--- src/rtl/frd_pkg.sv ---
// Shared constants and types for the fraction reducer.
package frd_pkg;

    localparam int VALUE_WIDTH = 32;
    localparam int CNT_W       = $clog2(VALUE_WIDTH);
    localparam int K_W         = $clog2(VALUE_WIDTH);
    localparam int TDATA_W     = ((2 * VALUE_WIDTH + 7) / 8) * 8;

    typedef logic [VALUE_WIDTH-1:0] t_value;
    typedef logic [VALUE_WIDTH:0]   t_wide;

    typedef struct packed {
        logic signed [VALUE_WIDTH-1:0] reduced_numerator;
        logic signed [VALUE_WIDTH-1:0] reduced_denominator;
        logic                          zero_denominator_error;
    } t_result;

    typedef enum logic [4:0] {
        S_IDLE = 5'b00001,
        S_GCD  = 5'b00010,
        S_DIVN = 5'b00100,
        S_DIVD = 5'b01000,
        S_DONE = 5'b10000
    } t_state;

endpackage

--- src/rtl/frd_alu.sv ---
// Shared subtractor used by both the GCD steps and the divider steps.
module frd_alu
    import frd_pkg::*;
(
    input  t_wide i_x,
    input  t_wide i_y,
    output t_wide o_diff,
    output logic  o_borrow
);

    logic [VALUE_WIDTH+1:0] w_full;

    assign w_full   = {1'b0, i_x} - {1'b0, i_y};
    assign o_diff   = w_full[VALUE_WIDTH:0];
    assign o_borrow = w_full[VALUE_WIDTH+1];

endmodule

--- src/rtl/frd_core.sv ---
// Sequencer: binary GCD, then two restoring divisions, all on one subtractor.
module frd_core
    import frd_pkg::*;
(
    input  logic                          i_clk,
    input  logic                          i_rst_n,
    input  logic                          i_valid,
    output logic                          o_ready,
    input  logic signed [VALUE_WIDTH-1:0] i_num,
    input  logic signed [VALUE_WIDTH-1:0] i_den,
    output logic                          o_valid,
    input  logic                          i_ready,
    output t_result                       o_res
);

    t_state           r_state, n_state;
    t_value           r_a, n_a;
    t_value           r_b, n_b;
    logic [K_W-1:0]   r_k, n_k;
    t_value           r_g, n_g;
    t_value           r_q, n_q;
    t_value           r_qn, n_qn;
    t_value           r_rem, n_rem;
    t_value           r_md, n_md;
    logic [CNT_W-1:0] r_cnt, n_cnt;
    logic             r_neg_n, n_neg_n;
    logic             r_neg_d, n_neg_d;
    logic             r_err, n_err;

    t_wide  w_x, w_y, w_diff;
    logic   w_borrow;
    logic   w_a_ge_b;
    t_value w_mag_n, w_mag_d;
    t_wide  w_shift;
    t_value w_q_next;
    t_value w_rem_next;
    logic   w_last_bit;

    frd_alu u_alu (
        .i_x      (w_x),
        .i_y      (w_y),
        .o_diff   (w_diff),
        .o_borrow (w_borrow)
    );

    assign w_mag_n  = i_num[VALUE_WIDTH-1] ? (~i_num + 1'b1) : i_num;
    assign w_mag_d  = i_den[VALUE_WIDTH-1] ? (~i_den + 1'b1) : i_den;
    assign w_a_ge_b = (r_a >= r_b);
    assign w_shift  = {r_rem, r_q[VALUE_WIDTH-1]};
    assign w_last_bit = (r_cnt == CNT_W'(VALUE_WIDTH - 1));

    // operand steering for the shared subtractor
    always_comb begin
        priority case (1'b1)
            r_state[2], r_state[3]: begin
                w_x = w_shift;
                w_y = {1'b0, r_g};
            end
            default: begin
                w_x = w_a_ge_b ? {1'b0, r_a} : {1'b0, r_b};
                w_y = w_a_ge_b ? {1'b0, r_b} : {1'b0, r_a};
            end
        endcase
    end

    // one restoring division step
    assign w_q_next   = {r_q[VALUE_WIDTH-2:0], ~w_borrow};
    assign w_rem_next = w_borrow ? w_shift[VALUE_WIDTH-1:0] : w_diff[VALUE_WIDTH-1:0];

    always_comb begin
        n_state = r_state;
        n_a     = r_a;
        n_b     = r_b;
        n_k     = r_k;
        n_g     = r_g;
        n_q     = r_q;
        n_qn    = r_qn;
        n_rem   = r_rem;
        n_md    = r_md;
        n_cnt   = r_cnt;
        n_neg_n = r_neg_n;
        n_neg_d = r_neg_d;
        n_err   = r_err;
        unique case (r_state)
            S_IDLE: begin
                if (i_valid) begin
                    n_a     = w_mag_n;
                    n_b     = w_mag_d;
                    n_q     = w_mag_n;
                    n_md    = w_mag_d;
                    n_k     = '0;
                    n_rem   = '0;
                    n_cnt   = '0;
                    n_neg_n = i_num[VALUE_WIDTH-1];
                    n_neg_d = i_den[VALUE_WIDTH-1];
                    n_err   = 1'b0;
                    if (i_den == '0) begin
                        n_err   = 1'b1;
                        n_q     = '0;
                        n_qn    = '0;
                        n_neg_n = 1'b0;
                        n_neg_d = 1'b0;
                        n_state = S_DONE;
                    end else begin
                        n_state = S_GCD;
                    end
                end
            end
            S_GCD: begin
                if (r_a == '0 || r_b == '0) begin
                    n_g     = (r_a == '0 ? r_b : r_a) << r_k;
                    n_rem   = '0;
                    n_cnt   = '0;
                    n_state = S_DIVN;
                end else if (!r_a[0] && !r_b[0]) begin
                    n_a = r_a >> 1;
                    n_b = r_b >> 1;
                    n_k = r_k + 1'b1;
                end else if (!r_a[0]) begin
                    n_a = r_a >> 1;
                end else if (!r_b[0]) begin
                    n_b = r_b >> 1;
                end else if (w_a_ge_b) begin
                    n_a = w_diff[VALUE_WIDTH:1];
                end else begin
                    n_b = w_diff[VALUE_WIDTH:1];
                end
            end
            S_DIVN: begin
                n_q   = w_q_next;
                n_rem = w_rem_next;
                n_cnt = r_cnt + 1'b1;
                if (w_last_bit) begin
                    n_qn    = w_q_next;
                    n_q     = r_md;
                    n_rem   = '0;
                    n_cnt   = '0;
                    n_state = S_DIVD;
                end
            end
            S_DIVD: begin
                n_q   = w_q_next;
                n_rem = w_rem_next;
                n_cnt = r_cnt + 1'b1;
                if (w_last_bit) begin
                    n_state = S_DONE;
                end
            end
            S_DONE: begin
                if (i_ready) begin
                    n_state = S_IDLE;
                end
            end
            default: n_state = S_IDLE;
        endcase
    end

    always_ff @(posedge i_clk) begin
        if (!i_rst_n) begin
            r_state <= S_IDLE;
        end else begin
            r_state <= n_state;
        end
        r_a     <= n_a;
        r_b     <= n_b;
        r_k     <= n_k;
        r_g     <= n_g;
        r_q     <= n_q;
        r_qn    <= n_qn;
        r_rem   <= n_rem;
        r_md    <= n_md;
        r_cnt   <= n_cnt;
        r_neg_n <= n_neg_n;
        r_neg_d <= n_neg_d;
        r_err   <= n_err;
    end

    assign o_ready = (r_state == S_IDLE);
    assign o_valid = (r_state == S_DONE);

    assign o_res.reduced_numerator      = r_neg_n ? (~r_qn + 1'b1) : r_qn;
    assign o_res.reduced_denominator    = r_neg_d ? (~r_q + 1'b1) : r_q;
    assign o_res.zero_denominator_error = r_err;

    // b starts nonzero and a tie always clears a, never b
    a_gcd_b_nonzero: assert property (@(posedge i_clk) disable iff (!i_rst_n)
        (r_state == S_GCD) |-> (r_b != '0))
        else $error("gcd operand b reached zero");

    a_div_g_nonzero: assert property (@(posedge i_clk) disable iff (!i_rst_n)
        (r_state == S_DIVN || r_state == S_DIVD) |-> (r_g != '0))
        else $error("divisor is zero during division");

    a_div_rem_bound: assert property (@(posedge i_clk) disable iff (!i_rst_n)
        (r_state == S_DIVN || r_state == S_DIVD) |-> (r_rem < r_g))
        else $error("partial remainder not below divisor");

    a_zero_den: assert property (@(posedge i_clk) disable iff (!i_rst_n)
        (o_ready && i_valid && i_den == '0) |=> (r_state == S_DONE && r_err))
        else $error("zero denominator not flagged");

endmodule

--- src/rtl/fraction_reducer_unit.sv ---
// Top level of the fraction reducer: stream ports, core, output register.
//
// Reduces one fraction numerator/denominator to lowest terms. The magnitudes
// go through a binary GCD (halving and subtracting, one step per cycle, at
// most 2*VALUE_WIDTH+1 steps), then the numerator and denominator magnitudes
// are each divided by the GCD with a restoring divider, one quotient bit per
// cycle. All of it runs on one shared subtractor. A zero denominator skips
// the GCD and the divisions and goes straight to done with the error flag
// set and both results zero. Signs are reapplied to each quotient separately,
// so a zero numerator yields 0 over +1 or -1. The slave side is ready only
// while the core is idle; the output register lets the core take the next
// fraction while a finished result still waits on the master side.
module fraction_reducer_unit
    import frd_pkg::*;
(
    input  logic               i_clk,
    input  logic               i_rst_n,
    input  logic               i_s_axis_tvalid,
    output logic               o_s_axis_tready,
    input  logic [TDATA_W-1:0] i_s_axis_tdata,  // numerator, denominator
    output logic               o_m_axis_tvalid,
    input  logic               i_m_axis_tready,
    output logic [TDATA_W-1:0] o_m_axis_tdata,  // reduced_numerator, reduced_denominator
    output logic               o_m_axis_tuser   // zero_denominator_error
);

    logic    w_core_valid;
    logic    w_core_ready;
    t_result w_core_res;
    logic    r_out_valid;
    t_result r_out;

    // output slot is free when empty or being drained this cycle
    assign w_core_ready = !r_out_valid || i_m_axis_tready;

    frd_core u_core (
        .i_clk   (i_clk),
        .i_rst_n (i_rst_n),
        .i_valid (i_s_axis_tvalid),
        .o_ready (o_s_axis_tready),
        .i_num   (i_s_axis_tdata[VALUE_WIDTH-1:0]),
        .i_den   (i_s_axis_tdata[2*VALUE_WIDTH-1:VALUE_WIDTH]),
        .o_valid (w_core_valid),
        .i_ready (w_core_ready),
        .o_res   (w_core_res)
    );

    always_ff @(posedge i_clk) begin
        if (!i_rst_n) begin
            r_out_valid <= 1'b0;
        end else if (w_core_ready) begin
            r_out_valid <= w_core_valid;
        end
        if (w_core_ready && w_core_valid) begin
            r_out <= w_core_res;
        end
    end

    assign o_m_axis_tvalid = r_out_valid;
    assign o_m_axis_tdata  = TDATA_W'({r_out.reduced_denominator, r_out.reduced_numerator});
    assign o_m_axis_tuser  = r_out.zero_denominator_error;

endmodule
--- config.mk ---
export PLATFORM = sky130hd
export DESIGN_NAME = fraction_reducer_unit
export DESIGN_NICKNAME = d
export VERILOG_FILES = /design/src/rtl/frd_pkg.sv /design/src/rtl/frd_alu.sv /design/src/rtl/frd_core.sv /design/src/rtl/fraction_reducer_unit.sv
export SDC_FILE = /design/constraint.sdc
export NUM_CORES = 1
export LEC_CHECK = 0
export ABC_AREA = 1
export BUFFER_PORTS_ARGS = -buffer_cell sky130_fd_sc_hd__buf_2
export CAP_MARGIN = 20
export CORE_MARGIN = 2
export CORE_UTILIZATION = 25
export CTS_CLUSTER_DIAMETER = 150
export CTS_CLUSTER_SIZE = 25
export DETAILED_ROUTE_END_ITERATION = 10
export GPL_ROUTABILITY_DRIVEN = 1
export PLACE_DENSITY = 0.41
export SLEW_MARGIN = 40
export SYNTH_ARGS = -nofsm -noshare
export SYNTH_HDL_FRONTEND = slang
export SYNTH_SLANG_ARGS = --single-unit
--- constraint.sdc ---
create_clock -name i_clk -period 9 [get_ports i_clk]
set_input_delay 0 -clock i_clk [delete_from_list [all_inputs] [get_ports i_clk]]
set_output_delay 0 -clock i_clk [all_outputs]
set_load 0.03 [all_outputs]
==> results of run 1 <==
## metal layers
layer | global-route usage | vias up | share of wire
li1 | - | 9405 | -
met2 | 0.3121 | 579 | 0.48
met5 | 0 | - | 0
met4 | 0.04544 | 0 | 0.024
met3 | 0.01782 | 80 | 0.054
met1 | 0.2412 | 9318 | 0.44
## synthesized netlist by cell type (all sizes together), types with 2 or more instances
cell type	number	area, um^2
nand2	586	2205
nor2	323	1240
edfxtp	302	9069
inv	274	1031
nand3	273	1371
o21ai	212	1065
a21oi	123	615.6
xor2	109	954.7
ha	73	913.4
clkbuf	71	266.5
buf	45	226.5
nor3	38	200.2
a22oi	37	277.8
nand4	37	246.5
o22ai	35	219.0
o211ai	34	255.2
xnor2	29	254.0
o21bai	19	146.4
nor4	15	123.9
a31oi	9	56.30
o21a	9	67.56
nand3b	7	52.55
a21boi	6	45.04
dfxtp	6	120.1
a21o	5	37.54
or2	5	31.28
o221ai	4	35.03
and3	2	12.51
o31ai	2	20.02
## repair_timing
item                                   CTS  global route
hold buffers                            50             0
gates resized for setup                  0             0
endpoints found under the hold margin   80             0
## stage by stage
step                        util  area (um^2)  hold WS, ns
after floorplan                -        21200      0.09864
after global placement    0.2742        22980       0.2066
after detailed placement  0.2753        23070       0.2059
after CTS                 0.2871        24070      0.01147
after global routing      0.2875        24100      0.06202
final                     0.2875        24100      0.03701
## sequential cells by signal (all words and copies together), names as in the netlist, 32 cells and up
register	flops
u_core.r_md	32
u_core.r_g	32
u_core.r_a	32
u_core.r_q	32
o_m_axis_tdata	64
u_core.r_rem	32
u_core.r_qn	32
u_core.r_b	32
## path summary, 6_finish.rpt
path	depth (start not counted)	start	end	slack (ns)
worst max-delay path	20	u_core.r_a[0]$_DFFE_PP_	u_core.r_a[25]$_DFFE_PP_	2.81
worst min-delay path	5	i_s_axis_tdata[26]	u_core.r_q[26]$_DFFE_PP_	0.04
worst max register to register	20	u_core.r_a[0]$_DFFE_PP_	u_core.r_a[25]$_DFFE_PP_	2.81
worst min register to register	0	u_core.r_err$_DFFE_PP_	o_m_axis_tuser$_DFFE_PP_	0.46
## cells by family after synthesis
group | after synthesis | synth area share
buffers and inverters | 391 | 0.07207
and+or+nand+nor | 1287 | 0.2590
DFF | 308 | 0.4335
xor gates and xnor gates | 138 | 0.05702
adders and majority gates | 74 | 0.04404
AOI/OAI and AO/OA | 496 | 0.1343
## final cells by class
cell class	count	area [um^2]	share of cell area
diodes	2	5.005	0.0002077
clock buffers	21	440.4	0.01827
clock inverters	4	52.55	0.002180
inverters	275	1035	0.04293
multi-input cells	1995	10550	0.4378
flip-flops and latches	308	9189	0.3813
well taps	1134	1419	0.05887
repair buffers	209	1410	0.05851
## worst min-delay path: cells and delay by family
family | cells | cell delay, ns
buffers and inverters | 2 | 0.21
AND/OR/NAND/NOR | 2 | 0.17
AO/OA/AOI/OAI | 1 | 0.08
==> run metrics, run 1 <==
status=finished, final reports clean; async set or reset register ratio after synthesis=0; post-synthesis sequential area ratio=0.4335; most frequent cell on the critical path=o21ai_0; fin crit share=0.6875; Final Max Tran Viols=0; Setup WS pre-CTS=~2.8 ns; clk buf depth=3; post-synthesis cell count=roughly 2,700; Core ar.=between 80,000 and 90,000 um^2; post-route setup TNS=0 ns; Max Fanout on Critical Path=slightly below 70; Fill cells=just over 9,000; Buffers & Inverters on Critical Path=2; Placer Congestion=roughly 0.94; most frequent cells in the layout=nand2_1, nor2_1, edfxtp_1; wire length of the first global-routing pass=~120,000 um; routed wire length=between 80,000 and 90,000 um; final net count=2,948; Synthesis Warnings=0; syn_area_per_cell=around 7.9 um^2; die span in y=about 300 um; slack of the critical path=roughly 2.8 ns; initial core utilization=0.2529; Post-Syn Nets=around 2,800; vias in the first global route=around 19,000; commonest non-fill, non-tap cell in the layout=nand2_1; Post-CTS Setup Inserts=0; clock skew=between 0.015 and 0.02 ns; Distinct cells, synth=between 40 and 50; total gr overflow=0; worst skew pair latency=0.55 ns; Non-Filler Instances=about 3,900; wire length per cell=approximately 20 um; max-cap viol count=0; # rows=around 110; I/O Buffers=134; number of synthesized flops with an enable pin=302; fin crit period=6.188 ns; hold crit path type=in2reg; WP data required=around 9.3 ns; Die Wd=between 200 and 300 um; Worst path max stage delay=just under 0.7 ns; placed cell count=3,870; Setup crit start kind=register; clock sink count=~300; Final Hold Viols=0; root buffer cell=clkbuf_16; Clk pin slew, worst setup/hold paths=0.11 ns; critical path's slowest cell=buf_4; CTS tree=built; Least-Margin Pin Slew=just under 0.8 ns; crit path kind=reg2reg; full die area=87,130 um^2; GRT Overall Usage=0.1807; fmax=approximately 160 MHz; RSZ-0062 raised after global routing=no; initial antenna violation count=0; Setup Viol. Count Final=0; Area Overhead vs Synth=13.70%; Slew headroom=0.4832; DRC=0; First-pass DRT Iterations=5; critical-path cell list=inv_1, ha_1, nand2_1, a21oi_1, nor2_1, o21bai_1, a21boi_0, o21ai_1, nand2_2, buf_4, o21ai_0, o21ai_0, ha_1, a21oi_1, o21ai_0, a21oi_1, o21ai_0, a21oi_1, xor2_1, o21ai_0; Worst EP arrival=6.48 ns; 1st-iter DRT viols=around 1,500; Vias=roughly 19,000; vias per cell=just under 5; Synth Cell Area=around 21,000 um^2; Post-synth top flop=edfxtp_1; largest net degree at the start of global routing=70; critical path endpoint category=register; DP HPWL=roughly 64,000 um; Routed Antenna Nets=0; IO Count=around 140; cts bufs inserted=17; layout cell share with drive strength beyond 1=0.07966; H-tree levels=1; Synth Register Bits=308; CP delay by family, top=compound AO/OA/AOI/OAI gates
Power of run 1 is not shown: default switching activity piles up to over one toggle a cycle in this logic, so the estimate is an artifact.
==> run 2: changes to the inputs <==
==> constraint.sdc (replaced) <==
create_clock -name i_clk -period 5.8 [get_ports i_clk]
set_input_delay 0 -clock i_clk [delete_from_list [all_inputs] [get_ports i_clk]]
set_output_delay 0 -clock i_clk [all_outputs]
set_load 0.03 [all_outputs]
==> run 2 against run 1 <==
Compared with the run above: via count is essentially flat; fmax up 18%; setup slack got worse by 2.2 ns.
==> run metrics, run 2 (synthesis results as in run 1) <==
status=finished, final reports clean; wire length per cell=20.29 um (-0.64%); most frequent cells in the layout=nand2_1, nor2_1, edfxtp_1; initial core utilization=0.2529 (unchanged); 1st-iter DRT viols=1,583 (+3.5%); Core ar.=83,820 um^2 (unchanged); Setup Viol. Count Final=0 (unchanged); Design Area, Final=24,150 um^2 (+0.20%); WP data required=6.11 ns (-3.19 ns); Area Overhead vs Synth=13.92%; hold depth=3 (-2); critical-path cell list=inv_1, ha_1, nand2_1, a21oi_1, nor2_1, o21bai_1, a21boi_0, o21ai_1, nand2_2, buf_12, o21ai_0, o21ai_0, ha_1, a21oi_1, o21a_1, inv_1, a21oi_1, o21ai_0, a21oi_1, xor2_1, o21ai_0; layout cell share with drive strength beyond 1=0.08129 (+0.001634); clock sink count=308 (unchanged); fin crit period=5.222 ns (-0.9660 ns); Worst EP arrival=5.53 ns (-0.95 ns); Setup crit start kind=register; FF-to-FF path depth=21 (+5.0%); clk buf depth=3 (unchanged); Vias=19,390 (+0.015%); DP HPWL=64,110 um (+0.14%); Clk pin slew, worst setup/hold paths=0.12 ns (about the same); First-pass DRT Iterations=6 (+1); crit path kind=reg2reg; Placed Area=23,150 um^2 (+0.35%); clock skew=0.03040 ns (+0.01332 ns); CTS tree=built; Max Fanout on Critical Path=94 (+36%); Register Area=9189 um^2 (unchanged); DRC=0 (unchanged); Die Wd=295.2 um (unchanged); post-route setup TNS=0 ns (unchanged); IO Count=135 (unchanged); Least-Margin Pin Slew=0.7565 ns (-0.01581 ns); Slew headroom=0.4938 (+0.01058); # rows=106 (unchanged); H-tree levels=1 (unchanged); RSZ-0062 raised after global routing=no; hold crit path type=in2reg; Routed Antenna Nets=0 (unchanged); vias per cell=4.900 (-0.19%); min-delay src=i_s_axis_tdata[37]; critical path's slowest cell=edfxtp_1; GRT Overall Usage=0.1808 (about the same); Non-Filler Instances=3,956 (+0.20%); Worst path max stage delay=0.58 ns (-0.11 ns); wire length of the first global-routing pass=119,900 um (+0.50%); commonest non-fill, non-tap cell in the layout=nand2_1; total gr overflow=0 (unchanged); Fill cells=9,114 (+0.54%); Core Util, Final=0.2881 (+0.0005670); I/O Buffers=134 (unchanged); RR Startpoint=u_core.r_b[0]$_DFFE_PP_; Final Max Tran Viols=0 (unchanged); final net count=2,951 (+0.10%); Final Hold Viols=0 (unchanged); placed cell count=3,876 (+0.16%); number of flip-flops in the largest register=64 (unchanged); cts bufs inserted=17 (unchanged); root buffer cell=clkbuf_16; routed wire length=80,280 um (-0.44%); hold endpoint=u_core.r_md[5]$_DFFE_PP_; reg2reg setup slack=0.58 ns (-2.23 ns); fin crit share=0.9003 (+0.2128); vias in the first global route=19,320 (+2.8%); Placer Congestion=0.9354 (-0.81%); FF-to-FF End=u_core.r_a[25]$_DFFE_PP_; max-cap viol count=0 (unchanged); critical path endpoint category=register; full die area=87,130 um^2 (unchanged); die span in y=295.2 um (unchanged); initial antenna violation count=2 (+2); fmax=191.5 MHz (+18%); area of the multi-input gates=10,540 um^2 (about the same); worst skew pair latency=0.56 ns (about the same); largest net degree at the start of global routing=99 (+41%)
run 2: cell types whose count changed in the layout (fill, tap and decap cells not counted), sizes merged:
cell	delta
buf	+8
dlygate4sd3	-4
diode	+3
inv	+2
clkbuf	-1
clkinvlp	+1
clkinv	-1
run 2: final cells by class:
class | instances | area share
tap | 1134 | 0.05876
inverter | 275 | 0.04285
clock inverter | 6 | 0.002539
clock buffer | 21 | 0.01824
multi-input combinational | 1995 | 0.4365
timing repair buffer | 212 | 0.06005
antenna | 5 | 0.0005181
sequential | 308 | 0.3805
run 2: worst max path at each step:
stage | startpoint | endpoint | slack (ns) | cells after the start
after floorplan | u_core.r_state[3]$_SDFFE_PN0P_ | o_m_axis_tdata[0]$_DFFE_PP_ | 1.01 | 3
final | u_core.r_b[0]$_DFFE_PP_ | u_core.r_a[25]$_DFFE_PP_ | 0.58 | 21
after global routing | u_core.r_b[0]$_DFFE_PP_ | u_core.r_q[0]$_DFFE_PP_ | 0.11 | 24
after CTS | u_core.r_a[0]$_DFFE_PP_ | u_core.r_a[25]$_DFFE_PP_ | 0.33 | 21
after global placement | u_core.r_a[0]$_DFFE_PP_ | u_core.r_b[25]$_DFFE_PP_ | 0.27 | 21
after detailed placement | u_core.r_a[0]$_DFFE_PP_ | u_core.r_b[25]$_DFFE_PP_ | 0.33 | 21
run 2: critical path, delay by kind of cell (launching register included):
family / cells / cell delay, ns
DFF: 1 / 0.58
and+or+nand+nor: 3 / 0.42
adders and majority gates: 2 / 0.68
buffers and inverters: 3 / 0.61
xor gates and xnor gates: 1 / 0.41
AOI/OAI and AO/OA: 12 / 2.22
run 2: per-stage QoR:
step / setup WS, ns / hold WS [ns]
2_1_floorplan: 1.010 / 0.09864
3_3_place_gp: 0.2679 / 0.1970
3_5_place_dp: 0.3287 / 0.1996
4_1_cts: 0.3259 / 0.003776
5_1_grt: 0.1102 / 0.02462
6_report: 0.5781 / 0.02873
run 2: metal layers:
layer | vias up | global-route usage | wire length (um)
li1 | 9420 | - | -
met3 | 82 | 0.01812 | 4147
met5 | - | 0 | 0
met4 | 0 | 0.04680 | 2124
met2 | 618 | 0.3125 | 37800
met1 | 9265 | 0.2406 | 36210
run 2: timing repair:
| item | 4_1_cts | 5_1_grt |
|---|---|---|
| setup endpoints to repair | 0 | 20 |
| setup buffers | 0 | 2 |
| hold buffers | 46 | 0 |
| endpoints found under the hold margin | 75 | 0 |
| gates resized for setup | 0 | 1 |
Power of run 2 is left out for the same reason.
